===== src/rau_pkg.sv =====
`default_nettype none
// ----------------------------------------------------------------------------
// Rational arithmetic package
// Operation codes, status codes, widths and the front-to-back work record.
// ----------------------------------------------------------------------------
package rau_pkg;

   localparam int OperandWidthDefault = 32;
   localparam int QueueDepthDefault   = 2;

   typedef enum logic [2:0] {
      OP_ADD   = 3'd0,
      OP_SUB   = 3'd1,
      OP_MUL   = 3'd2,
      OP_DIV   = 3'd3,
      OP_LESS  = 3'd4,
      OP_EQUAL = 3'd5,
      OP_NOP6  = 3'd6,
      OP_NOP7  = 3'd7
   } op_type;

   typedef enum logic [1:0] {
      ST_OK       = 2'd0,
      ST_ZERO_DEN = 2'd1,
      ST_DIV_ZERO = 2'd2,
      ST_UNUSED   = 2'd3
   } status_type;

   // Operands in sign/magnitude form with positive denominators.
   typedef struct packed {
      op_type      op;
      logic        zero_den;
      logic        a_neg;
      logic [31:0] a_mag;
      logic [31:0] a_den;
      logic        b_neg;
      logic [31:0] b_mag;
      logic [31:0] b_den;
   } work_type;

   typedef enum logic [4:0] {
      S_IDLE,
      S_RED_A,
      S_DIV_A,
      S_RED_B,
      S_DIV_B,
      S_MUL1,
      S_MUL2,
      S_COMBINE,
      S_RED_R,
      S_DIV_R,
      S_DONE
   } state_type;

endpackage : rau_pkg
`default_nettype wire


===== src/rau_front.sv =====
`default_nettype none
// ----------------------------------------------------------------------------
// Rational arithmetic front end
// Takes request beats, sign-extends and classifies the operands and queues
// them in sign/magnitude form for the back end.
// ----------------------------------------------------------------------------
module rau_front #(
   parameter int OPERAND_WIDTH = rau_pkg::OperandWidthDefault,
   parameter int QUEUE_DEPTH   = rau_pkg::QueueDepthDefault
) (
   input  wire logic              clock,
   input  wire logic              reset,
   input  wire logic              req_valid,
   output logic                   req_stall,
   input  wire logic [2:0]        req_kind,
   input  wire logic [31:0]       req_a_num,
   input  wire logic [31:0]       req_a_den,
   input  wire logic [31:0]       req_b_num,
   input  wire logic [31:0]       req_b_den,
   output logic                   work_valid,
   input  wire logic              work_take,
   output rau_pkg::work_type      work_data
);
   import rau_pkg::*;

   localparam int PtrWidth = (QUEUE_DEPTH > 1) ? $clog2(QUEUE_DEPTH) : 1;

   work_type               queue_ff [QUEUE_DEPTH];
   logic [PtrWidth-1:0]    wr_ptr_ff, wr_ptr_in, rd_ptr_ff, rd_ptr_in;
   logic [PtrWidth:0]      count_ff, count_in;
   work_type               entry;
   logic                   push, pop;
   logic [31:0]            an, ad, bn, bd;

   function automatic logic [31:0] sext(input logic [31:0] v);
      return {{(32-OPERAND_WIDTH){v[OPERAND_WIDTH-1]}}, v[OPERAND_WIDTH-1:0]};
   endfunction

   function automatic logic [31:0] absv(input logic [31:0] v);
      return v[31] ? (32'd0 - v) : v;
   endfunction

   always_comb begin
      an = sext(req_a_num);
      ad = sext(req_a_den);
      bn = sext(req_b_num);
      bd = sext(req_b_den);
      entry.op       = op_type'(req_kind);
      entry.zero_den = (ad == 32'd0) || (bd == 32'd0);
      entry.a_neg    = an[31] ^ ad[31];
      entry.a_mag    = absv(an);
      entry.a_den    = absv(ad);
      entry.b_neg    = bn[31] ^ bd[31];
      entry.b_mag    = absv(bn);
      entry.b_den    = absv(bd);
   end

   assign req_stall  = (count_ff == (PtrWidth+1)'(QUEUE_DEPTH));
   assign push       = req_valid && !req_stall;
   assign work_valid = (count_ff != '0);
   assign pop        = work_valid && work_take;
   assign work_data  = queue_ff[rd_ptr_ff];

   function automatic logic [PtrWidth-1:0] bump(input logic [PtrWidth-1:0] p);
      return (p == PtrWidth'(QUEUE_DEPTH-1)) ? '0 : p + 1'b1;
   endfunction

   always_comb begin
      wr_ptr_in = push ? bump(wr_ptr_ff) : wr_ptr_ff;
      rd_ptr_in = pop ? bump(rd_ptr_ff) : rd_ptr_ff;
      count_in  = count_ff + (PtrWidth+1)'(push) - (PtrWidth+1)'(pop);
   end

   always_ff @(posedge clock) begin
      if (reset) begin
         wr_ptr_ff <= '0;
         rd_ptr_ff <= '0;
         count_ff  <= '0;
      end else begin
         wr_ptr_ff <= wr_ptr_in;
         rd_ptr_ff <= rd_ptr_in;
         count_ff  <= count_in;
      end
   end

   always_ff @(posedge clock) begin
      if (push) begin
         queue_ff[wr_ptr_ff] <= entry;
      end
   end

endmodule : rau_front
`default_nettype wire


===== config.mk =====
export PLATFORM = sky130hd
export DESIGN_NAME = rau_front
export DESIGN_NICKNAME = d
export VERILOG_FILES = /design/src/rau_pkg.sv /design/src/rau_front.sv
export SDC_FILE = /design/constraint.sdc
export NUM_CORES = 1
export LEC_CHECK = 0
export BUFFER_PORTS_ARGS = -buffer_cell sky130_fd_sc_hd__buf_2
export CORE_ASPECT_RATIO = 0.9
export CORE_MARGIN = 4
export CORE_UTILIZATION = 50
export DETAILED_ROUTE_END_ITERATION = 10
export PLACE_DENSITY = 0.78
export SLEW_MARGIN = 20
export SYNTH_ARGS = -nofsm -noshare
export SYNTH_HDL_FRONTEND = slang
export SYNTH_SLANG_ARGS = --single-unit

===== constraint.sdc =====
create_clock -name clock -period 9.4 [get_ports clock]
set_input_delay 0.94 -clock clock [delete_from_list [all_inputs] [get_ports clock]]
set_output_delay 0.94 -clock clock [all_outputs]
set_load 0.005 [all_outputs]

==> flow_summary.ini, run 1 <==
[clock_network]
clock-root-buffer = clkbuf_16
htreeDepth = 1
cts_buffer_depth = 3
ctsHoldBuffers = 0
cts-buffers-inserted = 28
clk_pin_slew_ns = 0.06
clk_latency_ns = 0.53
post-cts-setup-buffers = 0
cts.repair.resized = 0
cts_tree = yes
cts_sinks = 273

[global_routing]
grt_pass1_vias = 8162
grt-ovfl-total = 0
grt-busiest-layer = met2
track_usage = 0.188
use_met2 = 0.318
antenna_found_initial = 3
grt_first_pass_wirelength_um = 42800
use_met3 = 0.0523
grt_max_degree = 79
grt_use_met1 = 0.243

[sta]
setup_tns_ns = 0
worst_slack_ns = 5.49
hold_viol = 0
period_needed_ns = 3.91
finalSetupViolCount = 0
finalMaxSlewViolations = 0
relSlewSlack = 0.286
min_period_over_period = 0.416
rsz0062_at_grt = false
skew_ns = 0.0124
fmax_ghz = 0.256
tightest_slew_ns = 1.07

[place]
io_buffers = 270
routabilityCongestion = 0.807
post-dp-hpwl_um = 18900
post-place-ws_ns = 5.47

[drt]
routed_wl_um = 27400
via_per_inst = 5.48
ant_nets = 0
route.detailed.drc = 0
drt-initial-drc-count = 524
first_pass_iters = 4
wl_per_cell_um = 18.6
num_vias = 8073

[worst_setup_path]
crit_fanout = 78
slowest_delay_ns = 0.88
cpMaxStageDelayCell = buf_4
cp-end-kind = output port
cpLargestDelayFamily = buffers and inverters
path_cells = buf_4, mux2_2, buf_2
startpoint_type = flop
rrSetupSlack_ns = 6.41
worstPathRequired_ns = 8.46
cp.arrival_ns = 2.97
critPathBufInv = 2
crit_type = reg -> out

[outcome]
outcome = finished, final reports clean

[final_layout]
mostFrequentLayoutCell = buf_2
syn_to_final_growth_pct = 20.6
fillCellCount = 1889
final_cell_mix = buf_2, edfxtp_1, mux2_2, xnor2_1, nand2_1
nets = 1259
layout-drive-gt1-share = 0.414

[floorplan]
rows = 54
core_area_mm2 = 0.0246
die_w_um = 176
dieArea_mm2 = 0.0279
start_util = 0.514
die_y_um = 159
io_pins = 271

[synthesis]
syn-cell-area_mm2 = 0.0126
synth_cells = 841
synth_seq_area_share = 0.644
yosysUniqueCellTypes = 38
ys_ff_latch = 273
yosysWarnings = 0
syn_nets = 982
syn_avg_cell_area_um2 = 15.0

[hold_path]
holdCritPathClass = reg -> reg

[run]
cap_violations = 0

[pwr]
power_density_mw_per_mm2 = 229
p_int_w = 0.00258
netSwitchingFraction = 0.263
vdd_drop_max_mv = 0.153
p_comb_frac = 0.239
clock_power_share = 0.290
p_seq_frac = 0.471
p_leak_nw = 5.36
p_switching_w = 0.000917
-- cells by family after synthesis --
logic type      after synthesis  synth area share
fa+ha+maj                     6           0.00594
flops                       273             0.644
buf+inv                      43            0.0134
simple gates                165            0.0723
xor+xnor                    122            0.0845
compound gates               98            0.0603
mux                         134             0.119
-- synth_stat cells, drive strengths merged --
library cell	count	share of area
xor2	4	0.0028
edfxtp	268	0.64
or2	10	0.0049
nor4bb	1	0.00079
buf	3	0.0015
dfxtp	5	0.0079
nand2	45	0.013
nand3	13	0.0055
o41ai	33	0.027
o21ai	28	0.011
xnor2	118	0.082
ha	6	0.0059
nor4	16	0.0089
and3	1	0.00050
nand2b	7	0.0035
nand4b	5	0.0040
mux2	134	0.12
and2	1	0.00050
clkbuf	26	0.0077
inv	14	0.0042
o31ai	36	0.021
nor4b	3	0.0021
nand4	6	0.0030
nor3	14	0.0059
nor2b	2	0.00099
a32o	1	0.00079
or4b	1	0.00079
or4	8	0.0053
nor2	18	0.0053
or3	14	0.0069
-- metal layers --
layer,vias to the layer above,wire length (µm)
li1,3823,-
met1,3940,11300
met2,263,13100
met3,43,2340
met4,4,600
met5,-,21
-- layout make-up --
class,instances,area (µm²),share of cell area
Antenna cell,1,2.50,0.000164
Clock buffer,38,758,0.0497
Clock inverter,11,86.3,0.00566
Inverter,14,52.6,0.00345
Multi-Input combinational cell,525,4340,0.285
Sequential cell,273,8150,0.535
Tap cell,336,420,0.0276
Timing Repair Buffer,276,1440,0.0942
-- state kept, by name, summed over array words and instances (netlist names), named ones only --
| name | flops |
|---|---|
| rd_ptr_ff | 1 |
| queue_ff | 268 |
| count_ff | 2 |
| wr_ptr_ff | 1 |
-- power groups by stage --
stage | registers [W] | logic (W) | clock network, W
2_1_floorplan | 0.00166 | 0.000502 | 0
3_3_place_gp | 0.00167 | 0.000827 | 0
3_5_place_dp | 0.00168 | 0.000833 | 0
4_1_cts | 0.00165 | 0.000840 | 0.00104
5_1_grt | 0.00166 | 0.000909 | 0.00109
6_report | 0.00165 | 0.000833 | 0.00101
-- through the flow --
stage	hold slack, ns	cell area, µm²	util	power, W	instances
finish	0.529	15200	0.620	0.00349	1474
global route	0.564	15200	0.620	0.00366	1474
CTS	0.528	15200	0.618	0.00353	1471
detailed placement	0.507	14300	0.583	0.00251	1422
global placement	0.498	14300	0.583	0.00249	1422
floorplan	0.481	12600	-	0.00216	841
-- worst paths after layout --
kind               start               to  cells past startpoint
max                 flop    work_data[70]                      3
min            rd_ptr_ff        rd_ptr_ff                      2
min reg2reg    rd_ptr_ff        rd_ptr_ff                      2
max reg2reg  count_ff[0]  queue_ff[0][15]                      5
-- worst reg2reg max path: stages, from the launching register on --
cell and delay (ns):
dfxtp_1 0.34, nand2b_1 0.15, nand2_1 0.15, nor2_4 0.53, buf_4 0.65, buf_4 0.79
No activity file was read; power rests on OpenSTA's default activity.
==> run 2: changes to the inputs <==
- clock period: 9.4 -> 3.77 ns (I/O delays scaled with it)
==> flow_summary.ini, run 2 (synthesis results as in run 1) <==
[final_layout]
syn_to_final_growth_pct = 21.2
fillCellCount = 1937
layout-drive-gt1-share = 0.413
largest_reg_flops = 268
largest_registers = queue_ff x268, count_ff x2
register_area_mm2 = 0.00815
nets = 1261
multi_input_area_mm2 = 0.00434
fin_util = 0.623
mostFrequentLayoutCell = buf_2
final_cell_mix = buf_2, edfxtp_1, mux2_2, xnor2_1, nand2_1
regMostFlops = queue_ff

[floorplan]
dieArea_mm2 = 0.0279
core_area_mm2 = 0.0246
start_util = 0.514
die_y_um = 159
rows = 54
die_w_um = 176
io_pins = 271

[global_routing]
grt_max_degree = 62
track_usage = 0.193
grt_first_pass_wirelength_um = 44000
grt_pass1_vias = 8332
antenna_found_initial = 3
grt-ovfl-total = 0

[clock_network]
clk_latency_ns = 0.53
cts_tree = yes
clock-root-buffer = clkbuf_16
clk_pin_slew_ns = 0.06
cts_buffer_depth = 3
ctsHoldBuffers = 0
cts_sinks = 273
post-cts-setup-buffers = 0
cts.repair.resized = 0
cts-buffers-inserted = 28
htreeDepth = 1

[worst_setup_path]
cp.arrival_ns = 2.27
cp-end-kind = output port
crit_cells = 3
critPathBufInv = 2
slowest_delay_ns = 0.74
worstPathRequired_ns = 3.39
rr_worst_depth = 4
startpoint_type = flop
cpMaxStageDelayCell = dfxtp_4
r2r-end = queue_ff[0][102]
rrSetupSlack_ns = 1.68
cpLargestDelayFamily = flip-flops
crit_fanout = 40
crit_type = reg -> out
path_cells = buf_4, mux2_2, buf_2
cp-endpoint = work_data[13]
r2r-start = count_ff[0]

[drt]
via_per_inst = 5.52
routed_wl_um = 28100
num_vias = 8154
wl_per_cell_um = 19.0
drt-initial-drc-count = 453
ant_nets = 0
route.detailed.drc = 0
first_pass_iters = 5

[sta]
setup_tns_ns = 0
relSlewSlack = 0.329
fmax_ghz = 0.377
period_needed_ns = 2.65
finalMaxSlewViolations = 0
worst_slack_ns = 1.12
rsz0062_at_grt = false
finalSetupViolCount = 0
min_period_over_period = 0.703
skew_ns = 0.0192
tightest_slew_ns = 0.993
hold_viol = 0

[place]
routabilityCongestion = 0.845
post-dp-hpwl_um = 19600
io_buffers = 270
post-place-ws_ns = 1.06

[hold_path]
whs_path_depth = 1
holdCritPathClass = in -> reg
hold_start = req_kind[1]

[pwr]
vdd_drop_max_mv = 0.370
p_leak_nw = 5.39
power_density_mw_per_mm2 = 580
power_w = 0.00889

[run]
cap_violations = 0

[outcome]
outcome = finished, final reports clean
-- run 2: worst min-delay path by stage --
stage,end,slack [ns]
after global routing,queue_ff[1][132],0.003
final,queue_ff[0][132],0.03
after global placement,rd_ptr_ff,0.50
after floorplan,count_ff[0],0.45
after CTS,queue_ff[0][132],0.004
after detailed placement,flop,0.51
-- run 2: power breakdown --
group	internal, W	switching, W	leakage (nW)
clock network	0.00160	0.00108	0.434
registers	0.00393	0.000157	2.55
logic	0.00104	0.00109	2.41
-- run 2: layout make-up --
type | instances | area share
well taps | 336 | 0.0274
flip-flops and latches | 273 | 0.532
repair buffers | 278 | 0.0953
clock buffers | 36 | 0.0491
clock inverters | 15 | 0.00955
multi-input cells | 525 | 0.283
inverters | 14 | 0.00343
diodes | 1 | 0.000163
-- run 2: per-stage QoR --
step	instances	instance area (µm²)	hold slack [ns]
final	1478	15300	0.0305
after CTS	1477	15300	0.00384
after floorplan	841	12700	0.449
after global routing	1478	15300	0.00267
after detailed placement	1426	14400	0.513
after global placement	1426	14400	0.496
-- run 2: routing by layer --
layer | vias up | wire [µm] | GRT usage
met5 | - | 21 | 0
met1 | 3985 | 11800 | 0.256
met3 | 48 | 1950 | 0.0447
met4 | 4 | 682 | 0.0475
li1 | 3829 | - | -
met2 | 288 | 13600 | 0.323
